**src/design/mhfd_pkg.sv**
```systemverilog
// ----------------------------------------------------------------------------
// mhfd_pkg: shared types and constants for the magic-header frame deframer
// Frame layout sizes, register indexes, phase and result-kind encodings, length saturation.
// ----------------------------------------------------------------------------
package mhfd_pkg;

  // Frame layout
  localparam int MAX_PAYLOAD   = 4096;  // hard ceiling on payload length
  localparam int INFO_BYTES    = 12;    // skipped information bytes
  localparam int MAGIC_LEN     = 4;
  localparam int LEN_BYTES     = 4;
  localparam int CNT_W         = 6;
  localparam int LEN_FIELD_W   = 13;
  localparam int LEN_FIELD_MAX = (1 << LEN_FIELD_W) - 1;

  // Configuration register indexes
  localparam logic [1:0] REG_HEAD  = 2'd0;
  localparam logic [1:0] REG_TAIL  = 2'd1;
  localparam logic [1:0] REG_MAGIC = 2'd2;
  localparam logic [1:0] REG_MAXP  = 2'd3;

  // Receive phase, one-hot
  typedef enum logic [7:0] {
    PH_HUNT  = 8'b0000_0001,
    PH_MAGIC = 8'b0000_0010,
    PH_SEQ   = 8'b0000_0100,
    PH_CMD   = 8'b0000_1000,
    PH_INFO  = 8'b0001_0000,
    PH_LEN   = 8'b0010_0000,
    PH_DATA  = 8'b0100_0000,
    PH_TAIL  = 8'b1000_0000
  } phase_t;

  // Result kind
  typedef enum logic [1:0] {
    KIND_DATA    = 2'd0,
    KIND_END_OK  = 2'd1,
    KIND_END_BAD = 2'd2,
    KIND_LEN_ERR = 2'd3
  } kind_t;

  // Saturate a 32-bit length into the reported length field
  function automatic logic [LEN_FIELD_W-1:0] sat_len(input logic [31:0] v);
    if (v > 32'(LEN_FIELD_MAX)) begin
      return LEN_FIELD_W'(LEN_FIELD_MAX);
    end
    return v[LEN_FIELD_W-1:0];
  endfunction

endpackage

```
**src/design/magic_header_frame_deframer.sv**
```systemverilog
// ----------------------------------------------------------------------------
// magic_header_frame_deframer: byte-stream frame extractor
// Hunts for head + magic, latches sequence/command, skips info bytes, reads a
// little-endian length, streams payload bytes and reports the tail check.
// ----------------------------------------------------------------------------
//
//  channel | direction | width               | contents
//  --------+-----------+---------------------+------------------------------
//  in_     | slave     | tdata 8             | in_byte
//  out_    | master    | tdata 40, tuser 2,  | payload/end/error items
//          |           | tlast 1             |
//  cfg_    | write     | index 2, wdata 32   | head, tail, magic, max_payload
//
// One byte per cycle while in_tready is high: each accepted byte updates the
// phase state and, when it produces a result, loads the output register in
// the same cycle. The output register is the only stall point; in_tready is
// high whenever that register is empty or being drained this cycle.
// Reset (rst_n low, synchronous) returns to hunting and loads register
// defaults; no clearing pass is needed.
//
module magic_header_frame_deframer
  import mhfd_pkg::*;
(
  input  logic        clk,
  input  logic        rst_n,
  // input stream
  input  logic        in_tvalid,
  output logic        in_tready,
  input  logic [7:0]  in_tdata,    // [7:0] in_byte
  // result stream
  output logic        out_tvalid,
  input  logic        out_tready,
  output logic [39:0] out_tdata,   // [7:0] data_byte, [15:8] frame_seq,
                                   // [23:16] frame_cmd, [36:24] frame_length,
                                   // [39:37] zero
  output logic [1:0]  out_tuser,   // [1:0] kind
  output logic        out_tlast,   // last
  // configuration
  input  logic        cfg_we,
  input  logic [1:0]  cfg_index,
  input  logic [31:0] cfg_wdata
);

  // Configuration registers
  logic [7:0]             head_byte_r;
  logic [7:0]             tail_byte_r;
  logic [31:0]            magic_word_r;
  logic [LEN_FIELD_W-1:0] max_payload_r;

  // Frame state
  phase_t                 phase_r, phase_nxt;
  logic [CNT_W-1:0]       fcnt_r, fcnt_nxt;
  logic [7:0]             seq_r, seq_nxt;
  logic [7:0]             cmd_r, cmd_nxt;
  logic [31:0]            len_r, len_nxt;
  logic [LEN_FIELD_W-1:0] left_r, left_nxt;

  // Output register
  logic                   out_valid_r;
  kind_t                  out_kind_r;
  logic [7:0]             out_data_r;
  logic [7:0]             out_seq_r;
  logic [7:0]             out_cmd_r;
  logic [LEN_FIELD_W-1:0] out_len_r;
  logic                   out_last_r;

  // Per-byte result
  logic                   emit;
  kind_t                  emit_kind;
  logic [7:0]             emit_data;
  logic                   emit_last;

  logic                   accept;
  logic [7:0]             b;
  logic [CNT_W-1:0]       fcnt_inc;
  logic [7:0]             magic_exp;
  logic [31:0]            len_acc;
  logic [31:0]            limit;

  assign in_tready = !out_valid_r || out_tready;
  assign accept    = in_tvalid && in_tready;
  assign b         = in_tdata;
  assign fcnt_inc  = fcnt_r + CNT_W'(1);
  assign magic_exp = magic_word_r[{fcnt_r[1:0], 3'b000} +: 8];

  // Length byte merged into the running little-endian value
  assign len_acc = ((fcnt_r == '0) ? 32'd0 : len_r) |
                   (32'(b) << {fcnt_r[1:0], 3'b000});

  // Effective limit: smaller of register and hard ceiling
  assign limit = (32'(MAX_PAYLOAD) < 32'(max_payload_r)) ? 32'(MAX_PAYLOAD)
                                                         : 32'(max_payload_r);

  // Phase step
  always_comb begin
    phase_nxt = phase_r;
    fcnt_nxt  = fcnt_r;
    seq_nxt   = seq_r;
    cmd_nxt   = cmd_r;
    len_nxt   = len_r;
    left_nxt  = left_r;
    emit      = 1'b0;
    emit_kind = KIND_DATA;
    emit_data = 8'd0;
    emit_last = 1'b0;
    unique case (phase_r)
      PH_HUNT: begin
        if (b == head_byte_r) begin
          phase_nxt = PH_MAGIC;
          fcnt_nxt  = '0;
        end
      end
      PH_MAGIC: begin
        if (b == magic_exp) begin
          fcnt_nxt = fcnt_inc;
          if (fcnt_inc >= CNT_W'(MAGIC_LEN)) begin
            phase_nxt = PH_SEQ;
            fcnt_nxt  = '0;
          end
        end else begin
          // mismatching byte may itself be a new head
          fcnt_nxt  = '0;
          phase_nxt = (b == head_byte_r) ? PH_MAGIC : PH_HUNT;
        end
      end
      PH_SEQ: begin
        seq_nxt   = b;
        phase_nxt = PH_CMD;
      end
      PH_CMD: begin
        cmd_nxt   = b;
        fcnt_nxt  = '0;
        phase_nxt = (INFO_BYTES == 0) ? PH_LEN : PH_INFO;
      end
      PH_INFO: begin
        fcnt_nxt = fcnt_inc;
        if (fcnt_inc >= CNT_W'(INFO_BYTES)) begin
          phase_nxt = PH_LEN;
          fcnt_nxt  = '0;
        end
      end
      PH_LEN: begin
        len_nxt  = len_acc;
        fcnt_nxt = fcnt_inc;
        if (fcnt_inc >= CNT_W'(LEN_BYTES)) begin
          fcnt_nxt = '0;
          if (len_acc > limit) begin
            phase_nxt = PH_HUNT;
            emit      = 1'b1;
            emit_kind = KIND_LEN_ERR;
            emit_last = 1'b1;
          end else begin
            left_nxt  = len_acc[LEN_FIELD_W-1:0];
            phase_nxt = (len_acc[LEN_FIELD_W-1:0] == '0) ? PH_TAIL : PH_DATA;
          end
        end
      end
      PH_DATA: begin
        emit      = 1'b1;
        emit_data = b;
        left_nxt  = left_r - LEN_FIELD_W'(1);
        if (left_nxt == '0) begin
          phase_nxt = PH_TAIL;
        end
      end
      PH_TAIL: begin
        emit      = 1'b1;
        emit_kind = (b == tail_byte_r) ? KIND_END_OK : KIND_END_BAD;
        emit_last = 1'b1;
        phase_nxt = PH_HUNT;
        fcnt_nxt  = '0;
      end
      default: begin
        phase_nxt = PH_HUNT;
        fcnt_nxt  = '0;
      end
    endcase
  end

  // Configuration writes
  always_ff @(posedge clk) begin
    if (!rst_n) begin
      head_byte_r   <= 8'd0;
      tail_byte_r   <= 8'd0;
      magic_word_r  <= 32'd0;
      max_payload_r <= LEN_FIELD_W'(4096);
    end else if (cfg_we) begin
      unique case (cfg_index)
        REG_HEAD:  head_byte_r   <= cfg_wdata[7:0];
        REG_TAIL:  tail_byte_r   <= cfg_wdata[7:0];
        REG_MAGIC: magic_word_r  <= cfg_wdata;
        REG_MAXP:  max_payload_r <= cfg_wdata[LEN_FIELD_W-1:0];
        default:   ;
      endcase
    end
  end

  // Frame state registers
  always_ff @(posedge clk) begin
    if (!rst_n) begin
      phase_r <= PH_HUNT;
      fcnt_r  <= '0;
      seq_r   <= 8'd0;
      cmd_r   <= 8'd0;
      len_r   <= 32'd0;
      left_r  <= '0;
    end else if (accept) begin
      phase_r <= phase_nxt;
      fcnt_r  <= fcnt_nxt;
      seq_r   <= seq_nxt;
      cmd_r   <= cmd_nxt;
      len_r   <= len_nxt;
      left_r  <= left_nxt;
    end
  end

  // Output register valid
  always_ff @(posedge clk) begin
    if (!rst_n) begin
      out_valid_r <= 1'b0;
    end else if (accept) begin
      out_valid_r <= emit;
    end else if (out_tready) begin
      out_valid_r <= 1'b0;
    end
  end

  // Output register payload
  always_ff @(posedge clk) begin
    if (accept && emit) begin
      out_kind_r <= emit_kind;
      out_data_r <= emit_data;
      out_seq_r  <= seq_r;
      out_cmd_r  <= cmd_r;
      out_len_r  <= sat_len(len_nxt);
      out_last_r <= emit_last;
    end
  end

  assign out_tvalid = out_valid_r;
  assign out_tdata  = {3'b000, out_len_r, out_cmd_r, out_seq_r, out_data_r};
  assign out_tuser  = out_kind_r;
  assign out_tlast  = out_last_r;

  // Checks
  a_last_matches_kind: assert property (@(posedge clk) disable iff (!rst_n)
    out_valid_r |-> (out_last_r == (out_kind_r != KIND_DATA)))
    else $error("tlast disagrees with result kind");

  a_nonpayload_zero: assert property (@(posedge clk) disable iff (!rst_n)
    (out_valid_r && out_kind_r != KIND_DATA) |-> (out_data_r == 8'd0))
    else $error("non-payload item carries data");

  a_payload_len: assert property (@(posedge clk) disable iff (!rst_n)
    (out_valid_r && out_kind_r == KIND_DATA) |-> (out_len_r != '0))
    else $error("payload byte from a zero-length frame");

  a_data_left: assert property (@(posedge clk) disable iff (!rst_n)
    (phase_r == PH_DATA) |-> (left_r != '0))
    else $error("payload phase with no bytes left");

endmodule
```
**config.mk**
```make
export PLATFORM = sky130hd
export DESIGN_NAME = magic_header_frame_deframer
export DESIGN_NICKNAME = d
export VERILOG_FILES = /design/src/design/mhfd_pkg.sv /design/src/design/magic_header_frame_deframer.sv
export SDC_FILE = /design/constraint.sdc
export NUM_CORES = 1
export LEC_CHECK = 0
export ABC_CLOCK_PERIOD_IN_PS = 6700
export BUFFER_PORTS_ARGS = -buffer_cell sky130_fd_sc_hd__buf_2
export CAP_MARGIN = 20
export CELL_PAD_IN_SITES_DETAIL_PLACEMENT = 0
export CELL_PAD_IN_SITES_GLOBAL_PLACEMENT = 1
export CORE_ASPECT_RATIO = 1.5
export CORE_MARGIN = 2
export CORE_UTILIZATION = 45
export CTS_CLUSTER_SIZE = 20
export DETAILED_ROUTE_END_ITERATION = 16
export GPL_ROUTABILITY_DRIVEN = 0
export PLACE_DENSITY = 0.86
export SYNTH_ARGS = -nofsm -noshare
export SYNTH_HDL_FRONTEND = slang
export SYNTH_SLANG_ARGS = --single-unit
```
**constraint.sdc**
```tcl
create_clock -name clk -period 6.7 [get_ports clk]
set_input_delay 0.335 -clock clk [delete_from_list [all_inputs] [get_ports clk]]
set_output_delay 0.335 -clock clk [all_outputs]
set_load 0.005 [all_outputs]
```
==> results.tsv, run 1 <==
stage	metric	value	unit
outcome	outcome	finished clean	
power_and_ir_drop	VDD IR-drop max	0.183	mV
power_and_ir_drop	Design Power	2.28	mW
cts	Num CTS Buffers	17	
yosys	main flop type after synthesis	dfxtp_1	
routing	DR vias/cell	5.62	
grt	Total GRT Usage	23.7	%
routing	Avg WL per Cell	18.5	um
die	Die Y	171	um
layout	most frequent cells in the layout	168 x nand2_1, 137 x dfxtp_1, 96 x nor2_1, 88 x buf_2, 72 x a21oi_1	
hold_path	HP Class	in2reg	
timing	period utilisation layout	65.4	%
cts	CTS tree	done	
cts	clk root buf	clkbuf_16	
timing	fin. max-slew vios	0	
place	dpl cells	1203	
timing	Final WS setup	2.32	ns
yosys	Synth warnings	0	
critical_path	CP Launch Type	register	
yosys	Syn Area/Cell	9.07	um2
layout	final net count	1034	
run	Max Cap Viol	0	
cts	CTS resizes	0	
cts	Clock Latency Late Sink	0.44	ns
critical_path	Crit Path Max Fanout	40	
cts	CTS clock-pin slew for the worst setup and hold paths	0.08	ns
timing	clk_skew	0.0131	ns
layout	final cell count without fillers	1235	
die	die area	19700	um2
critical_path	Setup CP Type	reg2reg	
layout	P&R area growth vs syn	13.9	%
timing	worst rel slew slack	34.1	%
yosys	count of different cell masters after synthesis	78	
yosys	Seq cells post-synth	177	
die	row count	61	
cts	Hold-fix buffers, CTS	0	
timing	minimum clock period	4.38	ns
die	Starting Density	45.4	%
grt	antenna violations before repair	0	
grt	maximum number of pins on one net before global-route repair	96	
timing	fmax	228	MHz
routing	number of DRC markers in iteration 0	465	
die	Die X	115	um
routing	DR DRC count	0	
yosys	Synth Instances	921	
grt	GRT overflow	0	
yosys	Mapped Area	8350	um2
cts	Longest Clk Path Bufs	2	
timing	unrepaired setup endpoints after global routing	no	
yosys	sequential share of the synthesized area	47.2	%
grt	vias in the first global route	6539	
timing	Final Hold Vio Count	0	
critical_path	CP endpoint kind	register	
timing	worst slew pin tran	0.989	ns
routing	drt pass-1 iters	7	
power_and_ir_drop	Power Density	240	nW/um2
die	io pins	92	
place	pre-CTS setup slack	2.36	ns
timing	setup violators final	0	
die	core area	18400	um2
cts	H-Tree Depth	4	
cts	post-CTS setup buffers	0	
place	HPWL after DPL	15800	um
layout	share of cells above drive strength 1	16.1	%
critical_path	Worst EP required	6.77	ns
layout	commonest non-fill, non-tap cell in the layout	nand2_1	
grt	first-pass GRT wire length	35600	um
yosys	Post-synth EDFFs	40	
routing	vias	6939	
routing	WL final	22900	um
layout	antenna cells	0	
critical_path	crit path DAT	4.45	ns
yosys	post-synthesis async set-or-reset flop share	0	%
power_and_ir_drop	leak pwr	3.59	nW
timing	Setup TNS	0	ns
cts	TritonCTS Sinks	177	
routing	Post-DRT Antenna Nets	0	
place	port bufs	88	
## registers in the layout (all words and copies together), names as in the netlist, 13 cells and up
name	flops
len_r	32
max_payload_r	13
out_len_r	13
left_r	13
magic_word_r	32
## worst paths after layout
| kind | to | slack [ns] | startpoint | cells past startpoint |
|---|---|---|---|---|
| max | out_seq_r[5] | 2.32 | fcnt_r[0] | 13 |
| min | magic_word_r[22] | 0.13 | cfg_wdata[22] | 3 |
| max reg2reg | out_seq_r[5] | 2.32 | fcnt_r[0] | 13 |
| min reg2reg | out_cmd_r[1] | 0.43 | cmd_r[1] | 0 |
## area by class of cell
cell class              count  area (um2)
clock buffers              18         439
clock inverters            14         180
repair buffers             96         508
well taps                 252         315
flip-flops and latches    177        3940
multi-input cells         658        4050
fillers                  1735        8880
inverters                  20        76.3
## power by group
part / leakage, nW / total [mW] / switching, mW / internal [mW]
combinational: 1.81 / 0.153 / 0.0989 / 0.0545
clock: 0.300 / 1.02 / 0.497 / 0.519
sequential: 1.48 / 1.11 / 0.0107 / 1.10
## cells by family (layout without fill, tap and decap cells)
| logic type | after synthesis | in the layout | share of synthesized area (%) |
|---|---|---|---|
| flip-flops | 177 | 177 | 47.2 |
| adder cells (fa/ha/maj) | 17 | 17 | 2.55 |
| AND/OR/NAND/NOR | 377 | 377 | 21.2 |
| AO/OA/AOI/OAI | 190 | 190 | 15.1 |
| other | 1 | 3 | 0.0449 |
| buffers and inverters | 88 | 148 | 4.58 |
| XOR/XNOR | 28 | 28 | 2.94 |
| multiplexers | 43 | 43 | 6.37 |
## critical path: stages, from the launching register on
cell and delay (ns):
dfxtp_1 0.95, inv_1 0.15, nor2_1 0.50, a22oi_1 0.21, inv_1 0.14, ha_1 0.26
and4_1 0.23, nand4_1 0.13, o32ai_1 0.10, a31o_2 0.27, a21oi_1 0.22, nand2_1 0.19
a31oi_4 0.17, buf_4 0.45
## cells in the mapped netlist, types with 4 or more instances
master	n	area (um2)
nand2_1	168	631
dfxtp_1	137	2740
nor2_1	97	364
a21oi_1	72	360
clkbuf_1	49	184
edfxtp_1	40	1200
mux2i_1	34	340
xnor2_1	27	236
a22oi_1	26	195
inv_1	20	75.1
ha_1	17	213
a211oi_1	15	113
nor3_1	13	65.1
and2_1	12	75.1
o211ai_1	12	90.1
nand3_1	11	55.1
o21ai_0	11	55.1
nand4_1	10	62.6
o22ai_1	10	62.6
buf_2	9	45.0
nor4_1	9	56.3
mux4_2	8	180
nand4b_1	7	61.3
or4_1	6	45.0
a31oi_1	5	31.3
and3_1	5	31.3
buf_4	5	37.5
o31ai_1	5	37.5
a32oi_1	4	35.0
nand3b_1	4	30.0
nor2b_1	4	25.0
or3_1	4	25.0
## layer usage
layer  vias up  global-route usage (%)  part of all wire (%)
li1       3379                       -                     -
met1      3285                    28.8                    40
met2       234                    41.7                    52
met3        41                    3.83                   4.8
met4         0                    8.85                   3.1
met5         -                       0                     0
## per-stage QoR
stage | hold WS (ns) | util, % | cell area [um2]
floorplan | 0.408 | - | 8360
global placement | 0.414 | 48.3 | 8880
detailed placement | 0.414 | 48.4 | 8890
CTS | 0.122 | 51.7 | 9510
global route | 0.130 | 51.7 | 9510
finish | 0.128 | 51.7 | 9510
Note: power is estimated with default switching activity, not from simulation.
==> run 2, diff against run 1 <==
- ABC_AREA: unset -> 1
- ABC_CLOCK_PERIOD_IN_PS: 6700 -> 4200
- CORE_UTILIZATION: 45 -> 43
- clock period: 6.7 -> 4.2 ns (I/O delays scaled with it)
==> results.tsv, run 2 <==
stage	metric	value	unit	change
hold_path	HP Class	in2reg		
die	io pins	92		unchanged
routing	drt pass-1 iters	5		-2
layout	Largest regs	len_r (32), magic_word_r (32)		
yosys	Seq cells post-synth	177		unchanged
layout	most frequent cells in the layout	234 x nand2_1, 227 x nor2_1, 168 x o21ai_0, 137 x dfxtp_1, 88 x buf_2		
yosys	Mapped Area	8930	um2	+6.9%
power_and_ir_drop	P_int	3.30	mW	+97%
timing	fmax	269	MHz	+18%
routing	number of DRC markers in iteration 0	534		+15%
yosys	mux cell area share after synthesis	0.112	%	-6.3 points
critical_path	reg2reg path depth	18		+5
hold_path	Hold EP	magic_word_r[22]		
yosys	Post-Synth Adder-Cell Area	2.38	%	-0.16 points
cts	H-Tree Depth	4		unchanged
yosys	post-synthesis async set-or-reset flop share	0	%	unchanged
grt	maximum number of pins on one net before global-route repair	67		-30%
timing	worst rel slew slack	27.0	%	-7.0 points
routing	DR DRC count	0		unchanged
yosys	Yosys top cell by area	dfxtp_1		
timing	Setup TNS	0	ns	unchanged
power_and_ir_drop	clock power share	34.7	%	-9.8 points
yosys	cell with the most instances after synthesis	nand2_1		
routing	Avg WL per Cell	16.3	um	-12%
yosys	count of different cell masters after synthesis	40		-49%
routing	DR vias/cell	5.27		-6.1%
routing	vias	8333		+20%
critical_path	reg-to-reg endpoint	out_len_r[6]		
cts	Longest Clk Path Bufs	2		unchanged
cts	CTS clock-pin slew for the worst setup and hold paths	0.07	ns	about the same
critical_path	CP Launch Type	register		
die	die area	22000	um2	+12%
yosys	main combinational cell family by area after synthesis	simple AND/OR/NAND/NOR gates		
cts	CTS resizes	0		unchanged
grt	antenna violations before repair	0		unchanged
yosys	Post-synth EDFFs	40		unchanged
timing	Final Hold Vio Count	0		unchanged
routing	WL final	25800	um	+13%
critical_path	FF-to-FF setup slack	0.49	ns	-1.83 ns
yosys	main flop type after synthesis	dfxtp_1		
grt	Total GRT Usage	24.0	%	+0.34 points
cts	CTS tree	done		
yosys	Synth Instances	1236		+34%
power_and_ir_drop	switching portion of total power	33.3	%	+6.7 points
timing	clk_skew	0.00894	ns	-0.00419 ns
hold_path	hold path start	cfg_wdata[22]		
timing	minimum clock period	3.71	ns	-0.670 ns
power_and_ir_drop	Net Switching	1.65	mW	+170%
die	row count	64		+4.9%
yosys	sequential share of the synthesized area	44.2	%	-3.0 points
die	Die X	122	um	+5.6%
place	Placed Area	9440	um2	+6.2%
power_and_ir_drop	VDD IR-drop max	0.288	mV	+57%
yosys	top cell type's share of synthesized area	30.7	%	-2.1 points
layout	antenna cells	0		unchanged
power_and_ir_drop	Power Density	485	nW/um2	+100%
timing	worst slew pin tran	1.09	ns	+0.105 ns
routing	Post-DRT Antenna Nets	0		unchanged
die	core area	20400	um2	+11%
timing	period utilisation layout	88.4	%	+23 points
power_and_ir_drop	combinational power share	25.4	%	+19 points
yosys	Synth area leaders	dfxtp_1 31%, edfxtp_1 13%, nand2_1 9.8%		
layout	share of cells above drive strength 1	11.4	%	-4.7 points
run	Max Cap Viol	0		unchanged
cts	Num CTS Buffers	17		unchanged
yosys	XOR/XNOR share of the synthesized area	2.65	%	-0.29 points
layout	Final Util	50.0	%	-1.7 points
yosys	simple logic cell fraction of the synthesized area	27.6	%	+6.4 points
power_and_ir_drop	Design Power	4.95	mW	+120%
layout	commonest non-fill, non-tap cell in the layout	nand2_1		
cts	Clock Latency Late Sink	0.44	ns	about the same
die	Die Y	180	um	+5.6%
power_and_ir_drop	register share of total power	39.9	%	-8.9 points
critical_path	crit path DAT	3.79	ns	-0.66 ns
critical_path	Setup CP Type	reg2reg		
yosys	Syn Area/Cell	7.22	um2	-20%
timing	hold_ws	0.0103	ns	-0.118 ns
cts	post-CTS setup buffers	0		unchanged
layout	final net count	1367		+32%
cts	clk root buf	clkbuf_16		
place	port bufs	88		unchanged
grt	vias in the first global route	7958		+22%
critical_path	RR Startpoint	fcnt_r[0]		
critical_path	Crit Path Max Fanout	40		unchanged
outcome	outcome	finished clean		
critical_path	CP endpoint kind	register		
power_and_ir_drop	leak pwr	4.48	nW	+25%
layout	Design Area, Final	10200	um2	+7.3%
die	Starting Density	43.7	%	-1.7 points
place	HPWL after DPL	18200	um	+15%
cts	TritonCTS Sinks	177		unchanged
yosys	complex-gate fraction of the synthesized area	15.1	%	+0.052 points
timing	setup violators final	0		unchanged
layout	P&R area growth vs syn	14.4	%	
yosys	Synth warnings	0		unchanged
grt	first-pass GRT wire length	40800	um	+14%
yosys	top cells by count, synth	234 x nand2_1, 227 x nor2_1, 168 x o21ai_0, 137 x dfxtp_1		
timing	fin. max-slew vios	0		unchanged
grt	GRT overflow	0		unchanged
critical_path	Worst EP required	4.28	ns	-2.49 ns
timing	unrepaired setup endpoints after global routing	no		
hold_path	Min-Delay Path Depth	3		unchanged
run 2: changes by cell type after synthesis, sizes merged, moves of 11 or more:
cell / change
a22oi: -26
nand2: +65
o211ai: -12
xor2: +12
mux2i: -33
o21ai: +161
xnor2: -13
inv: +65
nor2: +132
a211oi: -14
and2: -11
nand4: +15
nand3: +71
run 2: critical path, stage by stage (launching register included):
cell	delay (ns)
dfxtp_1	0.32
inv_2	0.06
ha_1	0.13
nand3_1	0.46
buf_4	0.39
a21oi_1	0.24
inv_1	0.10
ha_1	0.28
nand2_1	0.04
nor2_1	0.09
nand3_1	0.12
nor2_1	0.11
nor2_1	0.06
nand2_1	0.10
nand4_1	0.15
nand2_1	0.10
nand2_1	0.06
inv_1	0.08
buf_4	0.42
run 2: area by class of cell:
class,instances,area [um2]
Fill cell,2070,10200
Sequential cell,177,3940
Clock inverter,14,200
Clock buffer,18,429
Tap cell,264,330
Multi-Input combinational cell,903,4280
Timing Repair Buffer,117,693
Inverter,87,332
run 2: what timing repair did:
| action | 4_1_cts | 5_1_grt |
|---|---|---|
| endpoints found under the hold margin | 14 | 0 |
| endpoints found under the setup margin | 0 | 0 |
| hold buffers | 14 | 0 |
run 2: worst max path at each step:
stage              start      endpoint  slack [ns]
4_1_cts        fcnt_r[0]  out_len_r[6]        0.48
3_5_place_dp   fcnt_r[0]  out_len_r[5]        0.50
2_1_floorplan  fcnt_r[0]  out_cmd_r[0]        0.27
3_3_place_gp   fcnt_r[0]  out_len_r[5]        0.58
6_report       fcnt_r[0]  out_len_r[6]        0.49
5_1_grt        fcnt_r[0]  out_len_r[6]        0.13
run 2: logic make-up after synthesis:
family / after synthesis
AOI/OAI and AO/OA: 264
muxes: 1
adders and majority gates: 17
xor gates and xnor gates: 27
DFF: 177
other: 1
and+or+nand+nor: 591
buffers and inverters: 158
run 2: per-stage QoR:
stage | cells | setup WS [ns]
final | 1580 | 0.487
after global placement | 1534 | 0.579
after detailed placement | 1534 | 0.496
after floorplan | 1238 | 0.269
after CTS | 1580 | 0.478
after global routing | 1580 | 0.129
run 2: routing by layer:
metal	GRT usage, %	wire length, um
met5	0	0
met3	4.37	1150
met2	41.4	12900
met4	12.0	1150
met1	28.2	10600
run 2: power by group through the flow:
stage	sequential, mW	combinational [mW]	clock, mW
3_3_place_gp	2.01	1.23	0
2_1_floorplan	1.99	0.947	0
6_report	1.98	1.26	1.72
5_1_grt	1.99	1.43	1.83
3_5_place_dp	2.01	1.24	0
4_1_cts	1.97	1.25	1.75
==> run 3, diff against run 2 <==
- BUFFER_PORTS_ARGS: -buffer_cell sky130_fd_sc_hd__buf_2 -> unset
- CORE_UTILIZATION: 43 -> 46
- DONT_BUFFER_PORTS: unset -> 1
- PLACE_DENSITY: 0.86 -> 0.85
==> results.tsv, run 3 (synthesis results as in run 2) <==
stage	metric	value	unit	change
critical_path	CP endpoint kind	register		
layout	P&R area growth vs syn	11.5	%	
die	row count	62		-3.1%
timing	setup violators final	0		unchanged
critical_path	crit path DAT	3.78	ns	about the same
cts	CTS tree	done		
routing	Post-DRT Antenna Nets	0		unchanged
layout	final cell count without fillers	1504		-4.8%
timing	fin. max-slew vios	0		unchanged
place	Placed Area	9000	um2	-4.7%
timing	worst slew pin tran	1.03	ns	-0.0620 ns
routing	DR vias/cell	5.36		+1.6%
critical_path	Critical-path top delay cell	buf_4		
timing	unrepaired setup endpoints after global routing	no		
timing	minimum clock period	3.69	ns	-0.0278 ns
power_and_ir_drop	Power Density	483	nW/um2	-0.53%
place	HPWL after DPL	17300	um	-4.9%
run	Max Cap Viol	0		unchanged
die	die area	20600	um2	-6.3%
layout	most frequent cells in the layout	234 x nand2_1, 227 x nor2_1, 168 x o21ai_0, 137 x dfxtp_1		
grt	Total GRT Usage	24.6	%	+0.64 points
timing	Final Hold Vio Count	0		unchanged
cts	Clock Latency Late Sink	0.44	ns	about the same
critical_path	CP Cell Sequence	inv_2 > ha_1 > nand3_1 > buf_12 > a21oi_1 > inv_1 > ha_1 > nand2_1 > inv_1 > o21ai_0 > nand2_1 > a21oi_1 > nor2_1 > nor2_1 > nand2_1 > nand4_1 > nand2_1 > nand2_1 > inv_1 > buf_4		
power_and_ir_drop	VDD IR-drop max	0.297	mV	+2.9%
timing	fmax	271	MHz	+0.76%
routing	number of DRC markers in iteration 0	668		+25%
routing	WL final	25100	um	-2.7%
grt	antenna violations before repair	0		unchanged
die	Die X	118	um	-3.2%
place	dpl cells	1437		-6.3%
routing	DR DRC count	0		unchanged
die	io pins	92		unchanged
critical_path	Setup CP Type	reg2reg		
die	Die Y	175	um	-3.2%
layout	antenna cells	0		unchanged
cts	TritonCTS Sinks	177		unchanged
critical_path	Critical Path Max Stage Delay	0.41	ns	-0.05 ns
die	Starting Density	46.8	%	+3.1 points
grt	GRT overflow	0		unchanged
die	core area	19100	um2	-6.5%
grt	maximum number of pins on one net before global-route repair	133		+99%
cts	post-CTS setup buffers	0		unchanged
critical_path	Buf/Inv on CP	6		+1
cts	Num CTS Buffers	17		unchanged
layout	commonest non-fill, non-tap cell in the layout	nand2_1		
routing	Avg WL per Cell	16.7	um	+2.2%
hold_path	HP Class	in2reg		
cts	Longest Clk Path Bufs	2		unchanged
layout	# fillers	1932		-6.7%
layout	Largest regs	len_r (32), magic_word_r (32)		
timing	clk_skew	0.0135	ns	+0.00459 ns
timing	period utilisation layout	87.8	%	-0.66 points
cts	CTS clock-pin slew for the worst setup and hold paths	0.07	ns	about the same
critical_path	Worst EP required	4.30	ns	+0.02 ns
routing	drt pass-1 iters	6		+1
grt	first-pass GRT wire length	39600	um	-2.9%
cts	clk root buf	clkbuf_16		
grt	vias in the first global route	7546		-5.2%
layout	share of cells above drive strength 1	5.13	%	-6.3 points
critical_path	critical path's top delay family	buffers and inverters		
place	port bufs	0		-100%
critical_path	Crit Path Max Fanout	38		-5.0%
layout	final net count	1299		-5.0%
outcome	outcome	finished clean		
timing	Setup TNS	0	ns	unchanged
timing	hold_ws	0.0257	ns	+0.0155 ns
timing	worst rel slew slack	30.9	%	+3.9 points
cts	H-Tree Depth	4		unchanged
layout	Design Area, Final	9960	um2	-2.5%
critical_path	most used cell, CP	nand2_1		
critical_path	CP Launch Type	register		
routing	vias	8063		-3.2%
power_and_ir_drop	leak pwr	4.21	nW	-6.1%
[run 3: repair_timing]
| item | in CTS | in global routing |
|---|---|---|
| hold buffers | 35 | 0 |
| gates resized for setup | 0 | 0 |
| endpoints found under the hold margin | 133 | 0 |
[run 3: final timing paths]
path              startpoint            to  slack [ns]  cells after the start
hold / removal    out_tready    out_tvalid        0.03                      3
setup / recovery   fcnt_r[1]  out_len_r[7]        0.51                     20
setup reg to reg   fcnt_r[1]  out_len_r[7]        0.51                     20
hold reg to reg     seq_r[0]  out_seq_r[0]        0.43                      0
[run 3: metal layers]
| layer | part of all wire, % | vias up | track usage (%) |
|---|---|---|---|
| met5 | 0 | - | 0 |
| met4 | 5.9 | 0 | 15.8 |
| met3 | 4.9 | 60 | 4.37 |
| met2 | 49 | 279 | 41.9 |
| met1 | 41 | 3653 | 28.5 |
| li1 | - | 4071 | - |
[run 3: stage by stage]
stage | setup slack, ns | utilization, % | total power, mW
finish | 0.514 | 52.2 | 4.80
global route | 0.116 | 52.2 | 5.09
CTS | 0.499 | 52.2 | 4.82
detailed placement | 0.528 | 47.1 | 3.17
global placement | 0.604 | 47.1 | 3.16
floorplan | 0.269 | - | 2.94
[run 3: power breakdown]
part	switching [mW]	internal, mW
clock network	0.761	0.847
logic	0.817	0.402
registers	0.0975	1.88
[run 3: area by class of cell]
cell class	count	area, um2	share of cell area, %
clock buffers	17	425	4.27
clock inverters	15	168	1.68
inverters	87	332	3.33
multi-input cells	903	4280	43.0
flip-flops and latches	177	3940	39.6
well taps	256	320	3.22
repair buffers	49	485	4.88
[run 3: tightest hold or removal path, cell delays in order]
cell,delay (ns)
inv_1,0.02
nand2_1,0.10
a21oi_1,0.08
